`config.mk`:
```
export PLATFORM = sky130hd
export DESIGN_NAME = primer_window_gc_score_search
export DESIGN_NICKNAME = d
export VERILOG_FILES = /design/src/rtl/core/pwgs_pkg.sv /design/src/rtl/core/pwgs_cell.sv /design/src/rtl/core/primer_window_gc_score_search.sv
export SDC_FILE = /design/constraint.sdc
export NUM_CORES = 2
export LEC_CHECK = 0
export ABC_CLOCK_PERIOD_IN_PS = 12200
export CORE_UTILIZATION = 50
export CTS_BUF_LIST = sky130_fd_sc_hd__clkbuf_4 sky130_fd_sc_hd__clkbuf_8 sky130_fd_sc_hd__clkbuf_16
export CTS_CLUSTER_SIZE = 8
export DETAILED_ROUTE_END_ITERATION = 8
export DONT_BUFFER_PORTS = 1
export RECOVER_POWER = 25
export SYNTH_ARGS = -nofsm -noshare
export SYNTH_HDL_FRONTEND = slang
export SYNTH_HIERARCHICAL = 1
export SYNTH_SLANG_ARGS = --single-unit
```
`constraint.sdc`:
```
create_clock -name clk -period 12.2 [get_ports clk]
set_clock_uncertainty 0.15 [all_clocks]
set_input_delay 0.61 -clock clk [delete_from_list [all_inputs] [get_ports clk]]
set_output_delay 0.61 -clock clk [all_outputs]
set_load 0.02 [all_outputs]
```
`src/rtl/core/pwgs_pkg.sv`:
```
// Shared constants, payload types and cell types for the primer window search.
`timescale 1ns / 1ps
`default_nettype none

package pwgs_pkg;

  localparam int WINDOW_DEPTH  = 32;
  localparam int MAX_MOTIF_LEN = 65536;
  localparam int START_MARGIN  = 11;

  localparam int FILL_W  = $clog2(WINDOW_DEPTH + 1);
  localparam int IDX_W   = $clog2(WINDOW_DEPTH);
  localparam int AVAIL_W = FILL_W;
  localparam int POS_W   = $clog2(MAX_MOTIF_LEN + 1);

  localparam int CFG_DATA_W = 8;
  localparam int REG_IDX_W  = 2;

  localparam logic [REG_IDX_W-1:0] REG_GOAL_SCORE = 2'd0;
  localparam logic [REG_IDX_W-1:0] REG_SCORE_SLOP = 2'd1;
  localparam logic [REG_IDX_W-1:0] REG_MIN_LENGTH = 2'd2;
  localparam logic [REG_IDX_W-1:0] REG_MAX_LENGTH = 2'd3;

  localparam logic [7:0] RESET_GOAL_SCORE = 8'd60;
  localparam logic [3:0] RESET_SCORE_SLOP = 4'd2;
  localparam logic [4:0] RESET_MIN_LENGTH = 5'd20;
  localparam logic [4:0] RESET_MAX_LENGTH = 5'd30;

  localparam logic [2:0] BASE_A = 3'd0;
  localparam logic [2:0] BASE_C = 3'd1;
  localparam logic [2:0] BASE_G = 3'd2;
  localparam logic [2:0] BASE_T = 3'd3;

  typedef struct packed {
    logic [2:0] base;
    logic       last_base;
  } in_item_t;

  typedef struct packed {
    logic        found;
    logic [15:0] start_pos;
    logic [4:0]  window_length;
    logic [7:0]  window_score;
    logic        end_of_motif;
    logic        overflow;
  } out_item_t;

  typedef struct packed {
    logic [7:0] goal_score;
    logic [3:0] score_slop;
    logic [4:0] min_length;
    logic [4:0] max_length;
  } cfg_t;

  typedef enum logic [3:0] {
    ST_RUN   = 4'b0001,
    ST_LOOK  = 4'b0010,
    ST_FOUND = 4'b0100,
    ST_NONE  = 4'b1000
  } cell_status_t;

  typedef struct packed {
    cell_status_t       status;
    logic [7:0]         score;
    logic [4:0]         len;
    logic [AVAIL_W-1:0] avail;
  } cell_t;

  typedef struct packed {
    logic       apply;
    logic       finalize;
    logic       shift;
    logic [2:0] base;
  } cell_cmd_t;

endpackage

`default_nettype wire

```
`src/rtl/core/pwgs_cell.sv`:
```
// One start cell: grows the window of its start position base by base.
`timescale 1ns / 1ps
`default_nettype none

module pwgs_cell (
  input  wire                       clk,
  input  wire pwgs_pkg::cell_cmd_t  cmd,
  input  wire pwgs_pkg::cfg_t       cfg,
  input  wire                       load,
  input  wire pwgs_pkg::cell_t      nbr,
  output pwgs_pkg::cell_t           entry
);
  import pwgs_pkg::*;

  cell_t        cur;
  cell_t        stepped;
  cell_t        finalized;
  cell_t        entry_next;
  logic [2:0]   w;
  logic [5:0]   len1;
  logic [8:0]   sc1;
  logic [9:0]   lo_sum;
  logic [8:0]   hi_lim;
  logic         run_base;
  cell_status_t run_status;

  always_comb begin
    cur = entry;
    if (load) begin
      cur.status = ST_RUN;
      cur.score  = '0;
      cur.len    = '0;
      cur.avail  = '0;
    end

    case (cmd.base)
      BASE_A, BASE_T: w = 3'd2;
      BASE_C, BASE_G: w = 3'd4;
      default:        w = 3'd0;
    endcase

    len1   = {1'b0, cur.len} + 6'd1;
    sc1    = {1'b0, cur.score} + {6'b0, w};
    lo_sum = {1'b0, sc1} + {6'b0, cfg.score_slop};
    hi_lim = {1'b0, cfg.goal_score} + {5'b0, cfg.score_slop};

    // Wallace window growth for one consumed base
    if (w == 3'd0) begin
      run_status = ST_NONE;
    end else if (lo_sum < {2'b0, cfg.goal_score}) begin
      run_status = (len1 > {1'b0, cfg.max_length}) ? ST_NONE : ST_RUN;
    end else if (sc1 > hi_lim) begin
      run_status = ST_NONE;
    end else if (len1 > {1'b0, cfg.max_length}) begin
      run_status = ST_NONE;
    end else if ((lo_sum == {2'b0, cfg.goal_score}) &&
                 (len1 != {1'b0, cfg.max_length})) begin
      run_status = ST_LOOK;
    end else if (len1 < {1'b0, cfg.min_length}) begin
      run_status = ST_RUN;
    end else begin
      run_status = ST_FOUND;
    end

    // At the low edge, an A/T or a short window takes the next base in
    case (cur.status)
      ST_RUN:  run_base = 1'b1;
      ST_LOOK: run_base = (w == 3'd2) || (cur.len < cfg.min_length);
      default: run_base = 1'b0;
    endcase

    stepped = cur;
    if (cur.avail < AVAIL_W'(WINDOW_DEPTH)) begin
      stepped.avail = cur.avail + AVAIL_W'(1);
    end
    if (run_base) begin
      stepped.status = run_status;
      stepped.score  = sc1[7:0];
      stepped.len    = len1[4:0];
    end else if (cur.status == ST_LOOK) begin
      stepped.status = ST_FOUND;
    end

    // Motif end: resolve anything still open
    finalized = entry;
    case (entry.status)
      ST_RUN:  finalized.status = ST_NONE;
      ST_LOOK: finalized.status = (entry.len >= cfg.min_length) ? ST_FOUND : ST_NONE;
      default: finalized.status = entry.status;
    endcase

    if (cmd.apply) begin
      entry_next = stepped;
    end else if (cmd.finalize) begin
      entry_next = finalized;
    end else if (cmd.shift) begin
      entry_next = nbr;
    end else begin
      entry_next = entry;
    end
  end

  always_ff @(posedge clk) begin
    entry <= entry_next;
  end

endmodule

`default_nettype wire

```
`src/rtl/core/primer_window_gc_score_search.sv`:
```
// Wallace-rule primer window search over a streamed motif, built as a chain of start cells.
// Flow: a base is applied in its transfer cycle; the drain state then retires starts from the
//   head; the final base first passes a finalize state that resolves open windows.
// No new base is taken until the drain ends (up to WINDOW_DEPTH starts at the final base);
//   the drain pops the head of the cell chain one start per cycle while the output is free.
// Reset: synchronous active-high rst clears the control state and the output valid flag and
//   loads the configuration defaults; cell contents are qualified by the fill count.
`timescale 1ns / 1ps
`default_nettype none

module primer_window_gc_score_search (
  input  wire                                   clk,
  input  wire                                   rst,
  input  wire                                   in_valid,
  output logic                                  in_stall,
  input  wire pwgs_pkg::in_item_t               in_data,
  output logic                                  out_valid,
  input  wire                                   out_stall,
  output pwgs_pkg::out_item_t                   out_data,
  input  wire                                   cfg_write,
  input  wire [pwgs_pkg::REG_IDX_W-1:0]         cfg_index,
  input  wire [pwgs_pkg::CFG_DATA_W-1:0]        cfg_data
);
  import pwgs_pkg::*;

  typedef enum logic [2:0] {
    CS_IDLE  = 3'b001,
    CS_FINAL = 3'b010,
    CS_DRAIN = 3'b100
  } ctrl_state_t;

  ctrl_state_t       state, state_next;
  cfg_t              cfg;
  logic [FILL_W-1:0] fill, fill_next;
  logic [POS_W-1:0]  position, position_next;
  logic              overflow_seen, overflow_seen_next;
  logic              last_mode, last_mode_next;
  logic              emitted_any, emitted_any_next;
  logic              out_valid_next;
  out_item_t         out_data_next;

  cell_t             cells [WINDOW_DEPTH];
  cell_t             nbr   [WINDOW_DEPTH];
  logic [WINDOW_DEPTH-1:0] load_vec;
  cell_cmd_t         cmd;

  logic              accept;
  logic              store;
  logic              pop;
  logic              out_free;
  logic              head_valid;
  logic              head_none;
  logic              head_marg;
  logic              head_deep;
  logic              reportable;
  logic              later_found;
  logic [POS_W-1:0]  start_full;

  // Accept a base only when idle; hold the input side stalled during reset.
  assign in_stall = rst || (state != CS_IDLE);
  assign accept   = in_valid && !in_stall;
  // Store the base only below the position limit; past it, just flag overflow.
  assign store    = position < POS_W'(MAX_MOTIF_LEN);
  assign out_free = !out_valid || !out_stall;

  assign cmd.apply    = accept && store;
  assign cmd.finalize = (state == CS_FINAL);
  assign cmd.shift    = pop;
  assign cmd.base     = in_data.base;

  // Chain of start cells; cell 0 holds the oldest pending start.
  for (genvar g = 0; g < WINDOW_DEPTH; g++) begin : g_cell
    assign load_vec[g] = cmd.apply && (fill[IDX_W-1:0] == IDX_W'(g));
    if (g == WINDOW_DEPTH - 1) begin : g_tail
      assign nbr[g] = '0;
    end else begin : g_link
      assign nbr[g] = cells[g+1];
    end
    pwgs_cell u_cell (
      .clk   (clk),
      .cmd   (cmd),
      .cfg   (cfg),
      .load  (load_vec[g]),
      .nbr   (nbr[g]),
      .entry (cells[g])
    );
  end

  // Head cell decision
  assign head_valid = (fill != '0);
  assign head_none  = (cells[0].status == ST_NONE);
  assign head_marg  = (cells[0].avail >= AVAIL_W'(START_MARGIN));
  assign head_deep  = (cells[0].avail >= AVAIL_W'(WINDOW_DEPTH));
  assign reportable = (cells[0].status == ST_FOUND) && head_marg;
  assign start_full = position - POS_W'(fill);

  // Tell whether a later start will still report, so the end mark lands on the last result.
  always_comb begin
    later_found = 1'b0;
    for (int i = 1; i < WINDOW_DEPTH; i++) begin
      later_found = later_found ||
                    ((FILL_W'(i) < fill) && (cells[i].status == ST_FOUND) &&
                     (cells[i].avail >= AVAIL_W'(START_MARGIN)));
    end
  end

  always_comb begin
    state_next         = state;
    fill_next          = fill;
    position_next      = position;
    overflow_seen_next = overflow_seen;
    last_mode_next     = last_mode;
    emitted_any_next   = emitted_any;
    pop                = 1'b0;
    // drop the output once its transfer completes
    out_valid_next     = out_valid && out_stall;
    out_data_next      = out_data;

    case (state)
      CS_IDLE: begin
        if (accept) begin
          if (store) begin
            position_next = position + POS_W'(1);
            fill_next     = fill + FILL_W'(1);
          end else begin
            overflow_seen_next = 1'b1;
          end
          last_mode_next   = in_data.last_base;
          emitted_any_next = 1'b0;
          state_next       = in_data.last_base ? CS_FINAL : CS_DRAIN;
        end
      end

      CS_FINAL: begin
        state_next = CS_DRAIN;
      end

      CS_DRAIN: begin
        if (head_valid) begin
          if (reportable) begin
            // hold the head until the output register frees up
            if (out_free) begin
              pop                         = 1'b1;
              out_valid_next              = 1'b1;
              out_data_next.found         = 1'b1;
              out_data_next.start_pos     = 16'(start_full);
              out_data_next.window_length = cells[0].len;
              out_data_next.window_score  = cells[0].score;
              out_data_next.end_of_motif  = last_mode && !later_found;
              out_data_next.overflow      = overflow_seen;
              emitted_any_next            = 1'b1;
            end
          end else if (last_mode || head_none || head_deep) begin
            // drop a start with no window, a too-near start at the end, or a stale one
            pop = 1'b1;
          end else begin
            state_next = CS_IDLE;
          end
          if (pop) begin
            fill_next = fill - FILL_W'(1);
          end
        end else if (!last_mode) begin
          state_next = CS_IDLE;
        end else if (emitted_any || out_free) begin
          if (!emitted_any) begin
            // end mark alone when the motif gave no window
            out_valid_next             = 1'b1;
            out_data_next              = '0;
            out_data_next.end_of_motif = 1'b1;
            out_data_next.overflow     = overflow_seen;
          end
          position_next      = '0;
          overflow_seen_next = 1'b0;
          last_mode_next     = 1'b0;
          state_next         = CS_IDLE;
        end
      end

      default: begin
        state_next = CS_IDLE;
      end
    endcase
  end

  always_ff @(posedge clk) begin
    if (rst) begin
      state          <= CS_IDLE;
      fill           <= '0;
      position       <= '0;
      overflow_seen  <= 1'b0;
      last_mode      <= 1'b0;
      emitted_any    <= 1'b0;
      out_valid      <= 1'b0;
      cfg.goal_score <= RESET_GOAL_SCORE;
      cfg.score_slop <= RESET_SCORE_SLOP;
      cfg.min_length <= RESET_MIN_LENGTH;
      cfg.max_length <= RESET_MAX_LENGTH;
    end else begin
      state         <= state_next;
      fill          <= fill_next;
      position      <= position_next;
      overflow_seen <= overflow_seen_next;
      last_mode     <= last_mode_next;
      emitted_any   <= emitted_any_next;
      out_valid     <= out_valid_next;
      if (cfg_write) begin
        case (cfg_index)
          REG_GOAL_SCORE: cfg.goal_score <= cfg_data[7:0];
          REG_SCORE_SLOP: cfg.score_slop <= cfg_data[3:0];
          REG_MIN_LENGTH: cfg.min_length <= cfg_data[4:0];
          REG_MAX_LENGTH: cfg.max_length <= cfg_data[4:0];
          default:        ;
        endcase
      end
    end
  end

  // Output payload carries no reset
  always_ff @(posedge clk) begin
    out_data <= out_data_next;
  end

endmodule

`default_nettype wire

```
==> run metrics <==
Area Overhead vs Synth=6.61%; Final GP Congestion=0.932; largest net degree at the start of global routing=176; Worst path slowest cell=and3_1; final hold vios=0; Clock transition at path regs=50 ps; sequential area share after synthesis=23.6%; Remaining DRCs=0; Post-DP HPWL=238,000 microns; unrepaired setup endpoints after global routing=no; fin crit period=9160 ps; Most used DFF post-synth=edfxtp_1; relative slew slack=-155%; Initial Utilization=50.4%; Syn. warnings=6; CP Capture Type=register; core box area=203,000 sq um; ys async rst share=0%; Total Routing Usage GR=31.1%; failing checks=max-capacitance violations, max-slew violations; Worst Tran Pin Value=3820 ps; outcome=finished with violations; Post-Syn Instances=11,361; Final Max Slew Viols=615; Leakage=48.7 nW; Critical Path Source Type=primary input; Required @ worst endpoint=12,560 ps; r2r worst-path depth=22; post-route ant nets=0; HP Class=in2reg; Clock Tree Buf Depth=3; # IOs=53; Max Cap Violations=15; Vias=88,725; Resized Gates After CTS=0; htree depth=3; Die Area=206,000 sq um; FF-to-FF setup slack=3070 ps; DIE HEIGHT=454 microns; post-route setup TNS=0 ps; Worst Setup SP=rst; Setup Crit Path Kind=in2reg; first-pass GRT wire length=507,000 microns; CTS Sinks=820; initial antenna violation count=13; crit share post-route=75.1%; terminus of the critical flop-to-flop path=g_cell[28].u_cell/entry[21]; PwrDens=99.7 nW/um^2; root buffer selected by CTS=clkbuf_16; maximum VDD drop=131 uV; Nets=13,029; PortBufs=0; total grt overflow=0; arrival time worst endpoint=9520 ps; worst r2r src=state[1]; DR pass1 iterations=6; Placed Area=106,000 sq um; Fillers=18,423; Die Wd=454 microns; Syn Area/Cell=9.00 sq um; Finished Cell Area=109,000 sq um; Hold Path End=cfg[1]; critical path cell sequence=dlygate4sd3_1, nor2b_1, and3_1, buf_4, nand3_1, nor2_2, clkbuf_1, inv_2, nand2_1, fa_1, inv_1, ha_1, nor2b_1, o21ai_0, nand2b_1, nand3_1, xnor2_1, ha_1, or3_1, o32ai_1, nand2_1, o211ai_1, o32ai_1; post-synthesis register bit count=820; number of distinct library cells after synthesis=120; hold-critical path depth=3; share of cells above drive strength 1=7.98%; crit path max fanout=54; Final setup viols=0; vias in the first global route=86,803; Routed WL=329,000 microns; Achievable Freq=109 MHz; DR iter-0 viols=7,599; Via density=6.28; Clk Latency, worst-skew pair=790 ps; Routed wire per std cell=23.3 microns; post-place setup slack=4590 ps; final setup margin=3040 ps; CTS Buf Count=118; Netlist Area Pre-Place=102,000 sq um; # rows=165; CTS tree=yes; CP peak stage delay=1600 ps; number of synthesized flops with an enable pin=768; Hold Path Origin=cfg_index[0]
## area by class of cell
cell class | instances | area [sq um] | area share (%)
well taps | 2672 | 3340 | 3.07
diodes | 2 | 5.00 | 0.00459
inverters | 1115 | 4190 | 3.84
repair buffers | 146 | 1060 | 0.975
multi-input cells | 9194 | 72800 | 66.8
clock buffers | 161 | 3300 | 3.03
flip-flops and latches | 820 | 24200 | 22.2
clock inverters | 20 | 155 | 0.142
## worst max-delay path by stage
| stage | endpoint | slack, ps |
|---|---|---|
| final | g_cell[28].u_cell/entry[21] | 3040 |
| after global routing | g_cell[24].u_cell/entry[22] | 2400 |
| after CTS | g_cell[17].u_cell/entry[22] | 4570 |
| after detailed placement | g_cell[17].u_cell/entry[22] | 4590 |
| after global placement | g_cell[17].u_cell/entry[22] | 4750 |
| after floorplan | g_cell[0].u_cell/entry[19] | 2500 |
## critical path, delay by kind of cell
kind | cells | cell delay [ps]
AO/OA/AOI/OAI | 4 | 930
XOR/XNOR | 1 | 80
adder cells (fa/ha/maj) | 3 | 940
buffers and inverters | 5 | 3160
AND/OR/NAND/NOR | 10 | 3700
## logic make-up (layout without fill, tap and decap cells)
logic type               Yosys count  count (layout)  share of synthesized area (%)
XOR/XNOR                         721             721                           6.18
multiplexers                     449             449                           5.03
buffers and inverters           1369            1442                           5.36
AO/OA/AOI/OAI                   2931            2931                           20.8
other                              1              25                        0.00367
flip-flops                       820             820                           23.6
AND/OR/NAND/NOR                 3455            3455                           18.6
adder cells (fa/ha/maj)         1615            1615                           20.5
## routing by layer
layer | part of all wire [%] | vias up | GRT usage (%) | routed length, microns
li1 | - | 41965 | - | -
met1 | 44 | 43186 | 41.7 | 146000
met2 | 45 | 2943 | 50.7 | 149000
met3 | 6.2 | 631 | 3.64 | 20600
met4 | 4.3 | 0 | 12.6 | 14200
met5 | 0 | - | 0 | 0
## cell usage after synthesis, drive strengths merged (156+ instances only)
master	count	area, sq um
nor2	736	2760
a21oi	617	3380
nor2b	566	3540
nand2b	292	1980
nand4	162	1010
a22o	440	3850
nand3	327	1640
inv	1112	4170
xnor2	410	3590
a21o	228	1710
edfxtp	768	23100
o21a	179	1340
nand2	575	2160
xor2	311	2730
clkbuf	156	596
mux2	376	4410
ha	1518	19000
o21ai	542	3030
## timing repair
action | 4_1_cts | 5_1_grt
buffers inserted | 0 | 0
endpoints found under the hold margin | 45 | 0
hold buffers | 17 | 0
## registers in the layout, summed over array words and instances (netlist names)
register	flops
cfg	22
emitted_any	1
fill	6
g_cell.u_cell/entry	736
last_mode	1
out_data	32
out_valid	1
overflow_seen	1
position	17
state	3
## layout by cell type, fill, tap and decap left out, types with 270 or more instances in the layout
master / instances
ha_1: 1518
a22o_1: 440
nand2b_1: 272
inv_1: 1093
nand2_1: 574
nor2b_1: 566
xor2_1: 310
mux2_2: 270
nor2_1: 719
o21ai_0: 507
xnor2_1: 410
edfxtp_1: 768
nand3_1: 327
a21oi_1: 582
## per-stage QoR
step | power, mW | cells | hold WS [ps] | util, %
global route | 11.5 | 14128 | 35.8 | 53.8
CTS | 10.9 | 14128 | 2.72 | 53.8
global placement | 7.48 | 13930 | 366 | 52.1
detailed placement | 7.60 | 13930 | 372 | 52.1
finish | 10.9 | 14130 | 54.9 | 53.8
floorplan | 6.60 | 11383 | 259 | -
## power by group
part	internal (mW)	switching, mW
clock	1.85	1.38
sequential	3.40	0.366
combinational	1.68	2.20
total	6.93	3.94
Power figures use the tool's default switching activity.
